### src/hdl/tlg_pkg.sv
package tlg_pkg;

  localparam int GRID_ROWS_W = 6;
  localparam int GRID_COLS_W = 7;
  localparam int CFG_DATA_W  = 7;
  localparam int CFG_IDX_W   = 1;

  localparam int OP_W   = 2;
  localparam int ROW_W  = 5;
  localparam int COL_W  = 6;

  localparam logic [GRID_ROWS_W-1:0] GRID_ROWS_RST = 6'd20;
  localparam logic [GRID_COLS_W-1:0] GRID_COLS_RST = 7'd40;

  localparam logic [CFG_IDX_W-1:0] CFG_GRID_ROWS = 1'b0;
  localparam logic [CFG_IDX_W-1:0] CFG_GRID_COLS = 1'b1;

  typedef enum logic [OP_W-1:0] {
    OP_WRITE   = 2'd0,
    OP_ADVANCE = 2'd1,
    OP_READ    = 2'd2,
    OP_NONE    = 2'd3
  } op_e;

  typedef enum logic [3:0] {
    ST_IDLE,
    ST_DECODE,
    ST_WR_WB,
    ST_RD_CAP,
    ST_ADV_LAST,
    ST_ADV_FIRST,
    ST_ADV_CUR,
    ST_ADV_ROW,
    ST_DONE
  } state_e;

  typedef enum logic [2:0] {
    RA_ROW,
    RA_LAST,
    RA_ZERO,
    RA_NEXT1,
    RA_NEXT2
  } rd_sel_e;

  typedef struct packed {
    logic    capture;
    rd_sel_e rd_sel;
    logic    wr_cell;
    logic    load_prev;
    logic    load_first;
    logic    adv_row;
    logic    cap_read;
    logic    load_out;
  } cmd_t;

  typedef struct packed {
    op_e  op;
    logic last_row;
  } status_t;

endpackage

### src/hdl/tlg_if.sv
interface tlg_in_if;
  import tlg_pkg::*;

  logic             valid;
  logic             ready;
  logic [OP_W-1:0]  operation;
  logic [ROW_W-1:0] row;
  logic [COL_W-1:0] col;
  logic             cell_in;

  modport source (output valid, output operation, output row, output col, output cell_in,
                  input ready);
  modport sink (input valid, input operation, input row, input col, input cell_in,
                output ready);
endinterface

interface tlg_out_if;
  logic valid;
  logic ready;
  logic cell_out;

  modport source (output valid, output cell_out, input ready);
  modport sink (input valid, input cell_out, output ready);
endinterface

### src/hdl/tlg_ram.sv
module tlg_ram #(
  parameter int WIDTH = 64,
  parameter int DEPTH = 32
) (
  input  logic                                 clk_i,
  input  logic                                 we_i,
  input  logic [(DEPTH > 1 ? $clog2(DEPTH) : 1)-1:0] waddr_i,
  input  logic [WIDTH-1:0]                     wdata_i,
  input  logic [(DEPTH > 1 ? $clog2(DEPTH) : 1)-1:0] raddr_i,
  output logic [WIDTH-1:0]                     rdata_o
);

  logic [WIDTH-1:0] mem_q [DEPTH];
  logic [WIDTH-1:0] rdata_q;

  always_ff @(posedge clk_i) begin
    if (we_i) begin
      mem_q[waddr_i] <= wdata_i;
    end
    rdata_q <= mem_q[raddr_i];
  end

  assign rdata_o = rdata_q;

endmodule

### src/hdl/tlg_rule.sv
module tlg_rule #(
  parameter int MAX_COLS = 64
) (
  input  logic [MAX_COLS-1:0]             prev_i,
  input  logic [MAX_COLS-1:0]             cur_i,
  input  logic [MAX_COLS-1:0]             down_i,
  input  logic [tlg_pkg::GRID_COLS_W-1:0] eff_cols_i,
  output logic [MAX_COLS-1:0]             next_o
);
  import tlg_pkg::*;

  localparam int ColAw = (MAX_COLS > 1) ? $clog2(MAX_COLS) : 1;

  logic [ColAw-1:0] last_col;
  logic             prev_wl, cur_wl, down_wl;

  // The left neighbor of column 0 is the last column in use.
  assign last_col = ColAw'(eff_cols_i - GRID_COLS_W'(1));
  assign prev_wl  = prev_i[last_col];
  assign cur_wl   = cur_i[last_col];
  assign down_wl  = down_i[last_col];

  for (genvar c = 0; c < MAX_COLS; c++) begin : g_lane
    logic [2:0] lft, rgt;
    logic [3:0] cnt;
    logic       born;

    if (c == 0) begin : g_first
      assign lft = {prev_wl, cur_wl, down_wl};
    end else begin : g_mid
      assign lft = {prev_i[c-1], cur_i[c-1], down_i[c-1]};
    end

    if (c == MAX_COLS - 1) begin : g_last
      assign rgt = {prev_i[0], cur_i[0], down_i[0]};
    end else begin : g_inner
      logic at_end;
      assign at_end = ({1'b0, eff_cols_i} == (GRID_COLS_W + 1)'(c + 1));
      assign rgt = at_end ? {prev_i[0], cur_i[0], down_i[0]}
                          : {prev_i[c+1], cur_i[c+1], down_i[c+1]};
    end

    assign cnt = 4'(lft[2]) + 4'(lft[1]) + 4'(lft[0]) + 4'(rgt[2]) + 4'(rgt[1])
               + 4'(rgt[0]) + 4'(prev_i[c]) + 4'(down_i[c]);
    assign born = (cnt == 4'd3) || (cur_i[c] && (cnt == 4'd2));

    // Columns beyond the area in use keep their value.
    assign next_o[c] = ({1'b0, eff_cols_i} > (GRID_COLS_W + 1)'(c)) ? born : cur_i[c];
  end

endmodule

### src/hdl/tlg_ctrl.sv
module tlg_ctrl (
  input  logic             clk_i,
  input  logic             rst_ni,
  input  logic             in_valid_i,
  output logic             in_ready_o,
  output logic             out_valid_o,
  input  logic             out_ready_i,
  input  tlg_pkg::status_t status_i,
  output tlg_pkg::cmd_t    cmd_o
);
  import tlg_pkg::*;

  state_e state_q, state_d;
  logic   out_valid_q, out_valid_d;
  logic   slot_free;

  assign slot_free = !out_valid_q || out_ready_i;

  always_ff @(posedge clk_i or negedge rst_ni) begin
    if (!rst_ni) begin
      state_q     <= ST_IDLE;
      out_valid_q <= 1'b0;
    end else begin
      state_q     <= state_d;
      out_valid_q <= out_valid_d;
    end
  end

  always_comb begin
    state_d = state_q;
    case (state_q)
      ST_IDLE: begin
        if (in_valid_i) state_d = ST_DECODE;
      end
      ST_DECODE: begin
        case (status_i.op)
          OP_WRITE:   state_d = ST_WR_WB;
          OP_ADVANCE: state_d = ST_ADV_LAST;
          OP_READ:    state_d = ST_RD_CAP;
          default:    state_d = ST_DONE;
        endcase
      end
      ST_WR_WB:     state_d = ST_DONE;
      ST_RD_CAP:    state_d = ST_DONE;
      ST_ADV_LAST:  state_d = ST_ADV_FIRST;
      ST_ADV_FIRST: state_d = ST_ADV_CUR;
      ST_ADV_CUR:   state_d = ST_ADV_ROW;
      ST_ADV_ROW: begin
        if (status_i.last_row) state_d = ST_DONE;
      end
      ST_DONE: begin
        if (slot_free) state_d = ST_IDLE;
      end
      default: state_d = ST_IDLE;
    endcase
  end

  always_comb begin
    cmd_o        = '0;
    cmd_o.rd_sel = RA_ROW;
    in_ready_o   = 1'b0;
    case (state_q)
      ST_IDLE: begin
        in_ready_o    = 1'b1;
        cmd_o.capture = in_valid_i;
      end
      ST_DECODE: cmd_o.rd_sel = RA_ROW;
      ST_WR_WB:  cmd_o.wr_cell = 1'b1;
      ST_RD_CAP: cmd_o.cap_read = 1'b1;
      ST_ADV_LAST: cmd_o.rd_sel = RA_LAST;
      ST_ADV_FIRST: begin
        cmd_o.load_prev = 1'b1;
        cmd_o.rd_sel    = RA_ZERO;
      end
      ST_ADV_CUR: begin
        cmd_o.load_first = 1'b1;
        cmd_o.rd_sel     = RA_NEXT1;
      end
      ST_ADV_ROW: begin
        cmd_o.adv_row = 1'b1;
        cmd_o.rd_sel  = RA_NEXT2;
      end
      ST_DONE: cmd_o.load_out = slot_free;
      default: cmd_o.rd_sel = RA_ROW;
    endcase
  end

  always_comb begin
    out_valid_d = out_valid_q;
    if (cmd_o.load_out) begin
      out_valid_d = 1'b1;
    end else if (out_ready_i) begin
      out_valid_d = 1'b0;
    end
  end

  assign out_valid_o = out_valid_q;

endmodule

### src/hdl/tlg_dpath.sv
module tlg_dpath #(
  parameter int MAX_ROWS = 32,
  parameter int MAX_COLS = 64
) (
  input  logic                           clk_i,
  input  logic                           rst_ni,
  input  logic                           cfg_we_i,
  input  logic [tlg_pkg::CFG_IDX_W-1:0]  cfg_index_i,
  input  logic [tlg_pkg::CFG_DATA_W-1:0] cfg_wdata_i,
  input  logic [tlg_pkg::OP_W-1:0]       operation_i,
  input  logic [tlg_pkg::ROW_W-1:0]      row_i,
  input  logic [tlg_pkg::COL_W-1:0]      col_i,
  input  logic                           cell_in_i,
  output logic                           cell_out_o,
  input  tlg_pkg::cmd_t                  cmd_i,
  output tlg_pkg::status_t               status_o
);
  import tlg_pkg::*;

  localparam int RowAw = (MAX_ROWS > 1) ? $clog2(MAX_ROWS) : 1;
  localparam int ColAw = (MAX_COLS > 1) ? $clog2(MAX_COLS) : 1;
  localparam int RcW   = ((RowAw > GRID_ROWS_W) ? RowAw : GRID_ROWS_W) + 1;
  localparam int CcW   = ((ColAw > GRID_COLS_W) ? ColAw : GRID_COLS_W) + 1;

  logic [GRID_ROWS_W-1:0] grid_rows_q;
  logic [GRID_COLS_W-1:0] grid_cols_q;
  logic [GRID_ROWS_W-1:0] eff_rows;
  logic [GRID_COLS_W-1:0] eff_cols;

  op_e              op_q;
  logic [ROW_W-1:0] row_q;
  logic [COL_W-1:0] col_q;
  logic             cell_q;
  logic             res_q;
  logic             cell_out_q;
  logic [RowAw-1:0] r_q;

  logic [MAX_COLS-1:0] first_q, prev_q, cur_q;
  logic [MAX_COLS-1:0] rd_row, down_row, new_row, mod_row;
  logic [MAX_COLS-1:0] ram_rdata, ram_wdata;
  logic [MAX_ROWS-1:0] rowv_q;
  logic                rd_valid_q;

  logic             in_area;
  logic             last_row;
  logic [RowAw-1:0] row_addr, rd_addr, wr_addr;
  logic [ColAw-1:0] col_idx;
  logic             ram_we;
  logic [RcW-1:0]   r_plus1, r_plus2;

  always_ff @(posedge clk_i or negedge rst_ni) begin
    if (!rst_ni) begin
      grid_rows_q <= GRID_ROWS_RST;
      grid_cols_q <= GRID_COLS_RST;
    end else if (cfg_we_i) begin
      case (cfg_index_i)
        CFG_GRID_ROWS: grid_rows_q <= cfg_wdata_i[GRID_ROWS_W-1:0];
        CFG_GRID_COLS: grid_cols_q <= cfg_wdata_i[GRID_COLS_W-1:0];
        default: grid_rows_q <= grid_rows_q;
      endcase
    end
  end

  // Zero is taken as one and anything above the board size as the board size.
  always_comb begin
    if (grid_rows_q == '0) begin
      eff_rows = GRID_ROWS_W'(1);
    end else if (RcW'(grid_rows_q) > RcW'(MAX_ROWS)) begin
      eff_rows = GRID_ROWS_W'(MAX_ROWS);
    end else begin
      eff_rows = grid_rows_q;
    end
    if (grid_cols_q == '0) begin
      eff_cols = GRID_COLS_W'(1);
    end else if (CcW'(grid_cols_q) > CcW'(MAX_COLS)) begin
      eff_cols = GRID_COLS_W'(MAX_COLS);
    end else begin
      eff_cols = grid_cols_q;
    end
  end

  assign in_area  = (RcW'(row_q) < RcW'(eff_rows)) && (CcW'(col_q) < CcW'(eff_cols));
  assign row_addr = in_area ? RowAw'(row_q) : '0;
  assign col_idx  = ColAw'(col_q);
  assign last_row = (RcW'(r_q) + RcW'(1)) == RcW'(eff_rows);
  assign r_plus1  = RcW'(r_q) + RcW'(1);
  assign r_plus2  = RcW'(r_q) + RcW'(2);

  always_comb begin
    case (cmd_i.rd_sel)
      RA_ROW:   rd_addr = row_addr;
      RA_LAST:  rd_addr = RowAw'(RcW'(eff_rows) - RcW'(1));
      RA_ZERO:  rd_addr = '0;
      RA_NEXT1: rd_addr = (r_plus1 < RcW'(eff_rows)) ? RowAw'(r_plus1) : '0;
      RA_NEXT2: rd_addr = (r_plus2 < RcW'(eff_rows)) ? RowAw'(r_plus2) : '0;
      default:  rd_addr = '0;
    endcase
  end

  // A row never written since reset reads as all dead.
  assign rd_row   = rd_valid_q ? ram_rdata : '0;
  assign down_row = last_row ? first_q : rd_row;

  always_comb begin
    mod_row          = rd_row;
    mod_row[col_idx] = cell_q;
  end

  tlg_rule #(
    .MAX_COLS(MAX_COLS)
  ) u_rule (
    .prev_i    (prev_q),
    .cur_i     (cur_q),
    .down_i    (down_row),
    .eff_cols_i(eff_cols),
    .next_o    (new_row)
  );

  assign ram_we    = cmd_i.adv_row || (cmd_i.wr_cell && in_area);
  assign wr_addr   = cmd_i.adv_row ? r_q : row_addr;
  assign ram_wdata = cmd_i.adv_row ? new_row : mod_row;

  tlg_ram #(
    .WIDTH(MAX_COLS),
    .DEPTH(MAX_ROWS)
  ) u_board (
    .clk_i  (clk_i),
    .we_i   (ram_we),
    .waddr_i(wr_addr),
    .wdata_i(ram_wdata),
    .raddr_i(rd_addr),
    .rdata_o(ram_rdata)
  );

  always_ff @(posedge clk_i or negedge rst_ni) begin
    if (!rst_ni) begin
      rowv_q     <= '0;
      rd_valid_q <= 1'b0;
    end else begin
      if (ram_we) begin
        rowv_q[wr_addr] <= 1'b1;
      end
      rd_valid_q <= rowv_q[rd_addr];
    end
  end

  always_ff @(posedge clk_i) begin
    if (cmd_i.capture) begin
      op_q   <= op_e'(operation_i);
      row_q  <= row_i;
      col_q  <= col_i;
      cell_q <= cell_in_i;
      res_q  <= 1'b0;
      r_q    <= '0;
    end
    if (cmd_i.cap_read) begin
      res_q <= in_area && rd_row[col_idx];
    end
    if (cmd_i.load_prev) begin
      prev_q <= rd_row;
    end
    if (cmd_i.load_first) begin
      first_q <= rd_row;
      cur_q   <= rd_row;
    end
    if (cmd_i.adv_row) begin
      prev_q <= cur_q;
      cur_q  <= down_row;
      r_q    <= r_q + RowAw'(1);
    end
    if (cmd_i.load_out) begin
      cell_out_q <= res_q;
    end
  end

  assign status_o.op       = op_q;
  assign status_o.last_row = last_row;
  assign cell_out_o        = cell_out_q;

endmodule

### src/hdl/toroidal_life_generation.sv
// Channel | Direction | Payload                        | Handshake
// in_if   | sink      | operation, row, col, cell_in   | valid / ready
// out_if  | source    | cell_out                       | valid / ready
// cfg     | input     | cfg_index_i, cfg_wdata_i       | cfg_we_i, no stall
//
// A write or read goes through decode, a write-back or capture state and the done state, which
// loads its result; an advance goes through decode, the last-row, first-row and current-row
// reads and the row state, one board row per cycle through the board RAM's single read port.
// Reset clears the row valid bits at once, so the board reads dead with no clearing pass.
// A result waits in the output register while the next transaction is accepted; the
// block only stalls in its last step when that register is still full.
module toroidal_life_generation #(
  parameter int MAX_ROWS = 32,
  parameter int MAX_COLS = 64
) (
  input  logic                           clk_i,
  input  logic                           rst_ni,
  tlg_in_if.sink                         in_if,
  tlg_out_if.source                      out_if,
  input  logic                           cfg_we_i,
  input  logic [tlg_pkg::CFG_IDX_W-1:0]  cfg_index_i,
  input  logic [tlg_pkg::CFG_DATA_W-1:0] cfg_wdata_i
);
  import tlg_pkg::*;

  cmd_t    cmd;
  status_t status;

  tlg_ctrl u_ctrl (
    .clk_i      (clk_i),
    .rst_ni     (rst_ni),
    .in_valid_i (in_if.valid),
    .in_ready_o (in_if.ready),
    .out_valid_o(out_if.valid),
    .out_ready_i(out_if.ready),
    .status_i   (status),
    .cmd_o      (cmd)
  );

  tlg_dpath #(
    .MAX_ROWS(MAX_ROWS),
    .MAX_COLS(MAX_COLS)
  ) u_dpath (
    .clk_i      (clk_i),
    .rst_ni     (rst_ni),
    .cfg_we_i   (cfg_we_i),
    .cfg_index_i(cfg_index_i),
    .cfg_wdata_i(cfg_wdata_i),
    .operation_i(in_if.operation),
    .row_i      (in_if.row),
    .col_i      (in_if.col),
    .cell_in_i  (in_if.cell_in),
    .cell_out_o (out_if.cell_out),
    .cmd_i      (cmd),
    .status_o   (status)
  );

endmodule

### src/flat_wrapper.sv
// flat-port wrapper written by rule: the top's interface ports become plain ports
module toroidal_life_generation_flat import tlg_pkg::*;
#(
  parameter int MAX_ROWS = 32,
  parameter int MAX_COLS = 64
)
  (clk_i, rst_ni, cfg_we_i, cfg_index_i, cfg_wdata_i, in_if_valid, in_if_operation, in_if_row, in_if_col, in_if_cell_in, in_if_ready, out_if_valid, out_if_cell_out, out_if_ready);
  tlg_in_if in_if_i ();
  tlg_out_if out_if_i ();
  input  logic clk_i;
  input  logic rst_ni;
  input  logic cfg_we_i;
  input  logic [tlg_pkg::CFG_IDX_W-1:0] cfg_index_i;
  input  logic [tlg_pkg::CFG_DATA_W-1:0] cfg_wdata_i;
  input wire logic [$bits(in_if_i.valid)-1:0] in_if_valid;
  input wire logic [$bits(in_if_i.operation)-1:0] in_if_operation;
  input wire logic [$bits(in_if_i.row)-1:0] in_if_row;
  input wire logic [$bits(in_if_i.col)-1:0] in_if_col;
  input wire logic [$bits(in_if_i.cell_in)-1:0] in_if_cell_in;
  output wire logic [$bits(in_if_i.ready)-1:0] in_if_ready;
  output wire logic [$bits(out_if_i.valid)-1:0] out_if_valid;
  output wire logic [$bits(out_if_i.cell_out)-1:0] out_if_cell_out;
  input wire logic [$bits(out_if_i.ready)-1:0] out_if_ready;
  assign in_if_i.valid = in_if_valid;
  assign in_if_i.operation = in_if_operation;
  assign in_if_i.row = in_if_row;
  assign in_if_i.col = in_if_col;
  assign in_if_i.cell_in = in_if_cell_in;
  assign in_if_ready = in_if_i.ready;
  assign out_if_valid = out_if_i.valid;
  assign out_if_cell_out = out_if_i.cell_out;
  assign out_if_i.ready = out_if_ready;
  toroidal_life_generation #(.MAX_ROWS(MAX_ROWS), .MAX_COLS(MAX_COLS)) u_core (.clk_i(clk_i), .rst_ni(rst_ni), .in_if(in_if_i), .out_if(out_if_i), .cfg_we_i(cfg_we_i), .cfg_index_i(cfg_index_i), .cfg_wdata_i(cfg_wdata_i));
endmodule
### config.mk
export PLATFORM = sky130hd
export DESIGN_NAME = toroidal_life_generation_flat
export DESIGN_NICKNAME = d
export VERILOG_FILES = /design/src/hdl/tlg_pkg.sv /design/src/hdl/tlg_if.sv /design/src/hdl/tlg_ram.sv /design/src/hdl/tlg_rule.sv /design/src/hdl/tlg_ctrl.sv /design/src/hdl/tlg_dpath.sv /design/src/hdl/toroidal_life_generation.sv /design/src/flat_wrapper.sv
export SDC_FILE = /design/constraint.sdc
export NUM_CORES = 2
export LEC_CHECK = 0
export BUFFER_PORTS_ARGS = -buffer_cell sky130_fd_sc_hd__buf_2
export CAP_MARGIN = 0
export CORE_ASPECT_RATIO = 2
export CORE_MARGIN = 3
export CORE_UTILIZATION = 51
export DETAILED_ROUTE_END_ITERATION = 6
export GPL_TIMING_DRIVEN = 1
export PLACE_DENSITY = 0.71
export SYNTH_ARGS = -nofsm -noshare
export SYNTH_HDL_FRONTEND = slang
export SYNTH_HIERARCHICAL = 1
export SYNTH_SLANG_ARGS = --single-unit
export TNS_END_PERCENT = 1
### constraint.sdc
create_clock -name clk_i -period 9.3 [get_ports clk_i]
set_input_delay 1.86 -clock clk_i [delete_from_list [all_inputs] [get_ports clk_i]]
set_output_delay 1.86 -clock clk_i [all_outputs]
set_load 0.05 [all_outputs]
==> flow_metrics.py <==
metrics = {
    "synth": {
        "ys.flop_type": "edfxtp_1",
        "syn-instance-count": 6280,
        "avgSynthCellArea_um2": 17.2,
        "synth-edff-count": 2261,
        "yosysWarnings": 6,
        "ys_seq_area_frac": 0.651,
        "yosysTopAreaCell": "edfxtp_1",
        "syn_nets": 6783,
        "async_flop_share": 0.0215,
        "yosysUniqueCellTypes": 89,
        "yosys_register_bits": 2376,
        "synth_top_area_frac": 0.627,
        "synth_area_leaders": "edfxtp_1 (63%), mux4_2 (13%), fa_1 (4.7%)",
        "synth_area_um2": 108000,
    },
    "clock_network": {
        "numClockSinks": 2376,
        "clockBufferDepth": 4,
        "cts_hold_buffers": 0,
        "root_buffer": "clkbuf_16",
        "cts_buffers": 198,
        "cts_setup_buffers": 0,
        "clk_pin_slew_worst_paths_ps": 70,
        "clk_latency_ps": 870,
        "htreeDepth": 4,
        "cts_tree": "done",
        "cts_resized": 0,
    },
    "die": {
        "die_y_um": 657,
        "num_io_pins": 30,
        "fp-row-count": 238,
        "die_w_um": 332,
        "initial_utilization": 0.514,
        "core_area_um2": 211000,
        "dieArea_um2": 218000,
    },
    "timing": {
        "period_needed_ps": 7500,
        "finalSetupViolCount": 0,
        "grt_setup_unrepaired": "no",
        "hold_violations": 0,
        "max_freq_mhz": 133,
        "drv_slew": 0,
        "timing.final.crit_share": 0.806,
        "max_slew.worst_pin.slew_ps": 1370,
        "maxSlewHeadroom": 0.0865,
        "finalClockSkew_ps": 84.0,
        "tns_ps": 0,
    },
    "grt": {
        "grt.total_usage": 0.295,
        "grt_max_degree": 104,
        "grt_first_pass_wirelength_um": 460000,
        "antenna_found_initial": 8,
        "grt_pass1_vias": 63200,
        "grt_overflow": 0,
    },
    "layout": {
        "nFillCells": 15600,
        "final_area_um2": 119000,
        "regArea_um2": 70500,
        "multi_input_comb_area_um2": 35700,
        "drive_gt1_frac": 0.224,
        "nNetsFinal": 6846,
        "area.growth.synth_to_final_pct": 10.4,
    },
    "setup_path": {
        "crit_required_ps": 9740,
        "path_cells": "nor3_1, a21oi_1, nor2_4, buf_4, inv_1, ha_2, buf_4, mux4_1, nor2b_1, a21oi_1, nand3_1, and4_1, fa_1, inv_1, fa_1, fa_1, inv_1, ha_1, fa_1, o21ai_0, nand2_1, a21oi_1, nand2_1, o21ai_2",
        "cpMaxStageDelayCell": "ha_2",
        "cp_slowest_stage_delay_ps": 830,
        "crit_fanout": 32,
        "cp-start-kind": "flop",
        "end_kind": "flop",
        "critPathArrivalTime_ps": 7940,
        "crit_type": "flop to flop",
        "crit_top_cell": "fa_1",
    },
    "placed_design": {
        "hpwl_um": 191000,
        "place_area_um2": 113000,
        "portBuffers": 29,
        "place_congestion": 1.03,
    },
    "power_and_ir_drop": {
        "net-switching-power_mw": 15.0,
        "combPwrFrac": 0.446,
        "p_leak_nw": 40.4,
        "power.density_nw_per_um2": 344,
        "internal-power_mw": 26.0,
        "max-vdd-ir-drop_mv": 0.329,
        "power_frac_seq": 0.342,
        "clkPwrFrac": 0.213,
        "p_sw_frac": 0.366,
    },
    "drt": {
        "drc": 0,
        "drt-vias-per-instance": 6.64,
        "avgRoutedWirePerCell_um": 34.8,
        "ant_nets": 0,
        "via_count": 61600,
        "drtIter0Drc": 7454,
        "first_pass_iters": 6,
        "wl_um": 322000,
    },
    "job": {
        "cap_violations": 0,
    },
    "outcome": {
        "status": "finished clean",
    },
    "hold_path": {
        "hold_class": "flop to flop",
    },
}
[power by group through the flow]
| stage | Clock, mW | Sequential, mW | Combinational [mW] |
|---|---|---|---|
| after floorplan | 0 | 14.0 | 12.8 |
| after global placement | 0 | 14.2 | 17.5 |
| after detailed placement | 0 | 14.3 | 18.1 |
| after CTS | 8.85 | 14.0 | 18.2 |
| after global routing | 9.22 | 14.1 | 19.9 |
| final | 8.73 | 14.0 | 18.3 |
[critical path, delay by kind of cell (launching register included)]
family | cells | cell delay, ps
buffers and inverters | 5 | 1170
AO/OA/AOI/OAI | 5 | 1150
flip-flops | 1 | 390
adder cells (fa/ha/maj) | 6 | 2920
multiplexers | 1 | 360
AND/OR/NAND/NOR | 7 | 1060
[through the flow]
stage / hold slack (ps) / std cells / setup WS (ps) / total power, mW / util
after CTS: 432 / 9264 / 1890 / 41.1 / 0.567
after detailed placement: 411 / 8902 / 1950 / 32.3 / 0.535
final: 435 / 9268 / 1800 / 41.1 / 0.567
after floorplan: 400 / 6280 / 2530 / 26.9 / -
after global routing: 457 / 9266 / 1370 / 43.2 / 0.567
after global placement: 406 / 8902 / 1970 / 31.8 / 0.535
[cells by family (layout without fill, tap and decap cells)]
logic type      count (synthesis)  in the layout  synth area share
fa+ha+maj                     476            476            0.0728
flops                        2376           2376             0.651
mux                           941            941             0.164
compound gates                936            936            0.0495
simple gates                  895            895            0.0369
buf+inv                       647            872            0.0247
other cells                     0              3                 0
xor+xnor                        9              9          0.000798
[final timing paths]
check	cells after the start	from	slack, ps	to
setup / recovery	24	u_core/u_dpath/grid_cols_q[1]	1800	u_core/u_dpath/u_board/mem_q[17][0]
hold / removal	0	u_core/u_dpath/res_q	440	u_core/u_dpath/cell_out_o
setup reg to reg	24	u_core/u_dpath/grid_cols_q[1]	1800	u_core/u_dpath/u_board/mem_q[17][0]
hold reg to reg	0	u_core/u_dpath/res_q	440	u_core/u_dpath/cell_out_o
max in group asynchronous	1	rst_ni	7190	u_core/u_dpath/rd_valid_q
min in group asynchronous	1	rst_ni	1270	u_core/u_dpath/rd_valid_q
[sequential cells by signal (all words and copies together) (netlist names), 2 cells and up]
name,count
u_core/u_ctrl/state_q,4
u_core/u_dpath/rowv_q,32
u_core/u_dpath/grid_cols_q,7
u_core/u_dpath/u_board/mem_q,2048
u_core/u_dpath/op_q,2
u_core/u_dpath/u_board/rdata_o,64
u_core/u_dpath/grid_rows_q,6
u_core/u_dpath/first_q,64
u_core/u_dpath/row_q,5
u_core/u_dpath/col_idx,6
u_core/u_dpath/cur_q,64
u_core/u_dpath/prev_q,64
u_core/u_dpath/r_q,5
[synth_stat cells, types with 32 or more instances]
cell      count
mux4_2      643
a22oi_1      32
inv_1       300
nor2_1      148
clkbuf_1    194
mux2_2      147
ha_1        220
dfxtp_1      64
a21o_1       46
a31oi_1      84
a21oi_1     310
buf_2        83
nand2_1     470
fa_1        256
buf_1        38
nand3_1     111
o21ai_0     353
mux2i_1     141
dfrtp_1      47
nand2b_1     36
edfxtp_1   2261
[cell usage in the layout, fill, tap and decap left out, types with 30 or more instances in the layout]
master	count
clkinv_1	30
buf_4	139
ha_1	219
inv_1	299
dfrtp_1	46
o21ai_0	288
nand2b_1	36
nand2_1	470
mux2i_1	141
a21o_1	46
a31oi_1	84
o21ai_2	62
nor2_4	35
clkbuf_16	203
edfxtp_1	2261
clkinv_2	31
fa_1	256
nor2_1	111
mux2_2	147
nand3_1	111
buf_12	38
mux4_2	643
a22oi_1	32
dfxtp_1	64
a21oi_1	310
[per-layer routing]
layer	GRT usage	part of all wire
met1	0.342	0.32
met2	0.513	0.52
met3	0.0428	0.080
met4	0.193	0.080
met5	0	0.00011
[final cells by class]
class,instances,share of cell area
clock inverters,126,0.0117
multi-input cells,3257,0.299
inverters,303,0.00981
clock buffers,236,0.0444
diodes,3,0.0000629
well taps,2760,0.0289
flip-flops and latches,2376,0.590
repair buffers,207,0.0164
No activity file was read; power rests on OpenSTA's default activity.
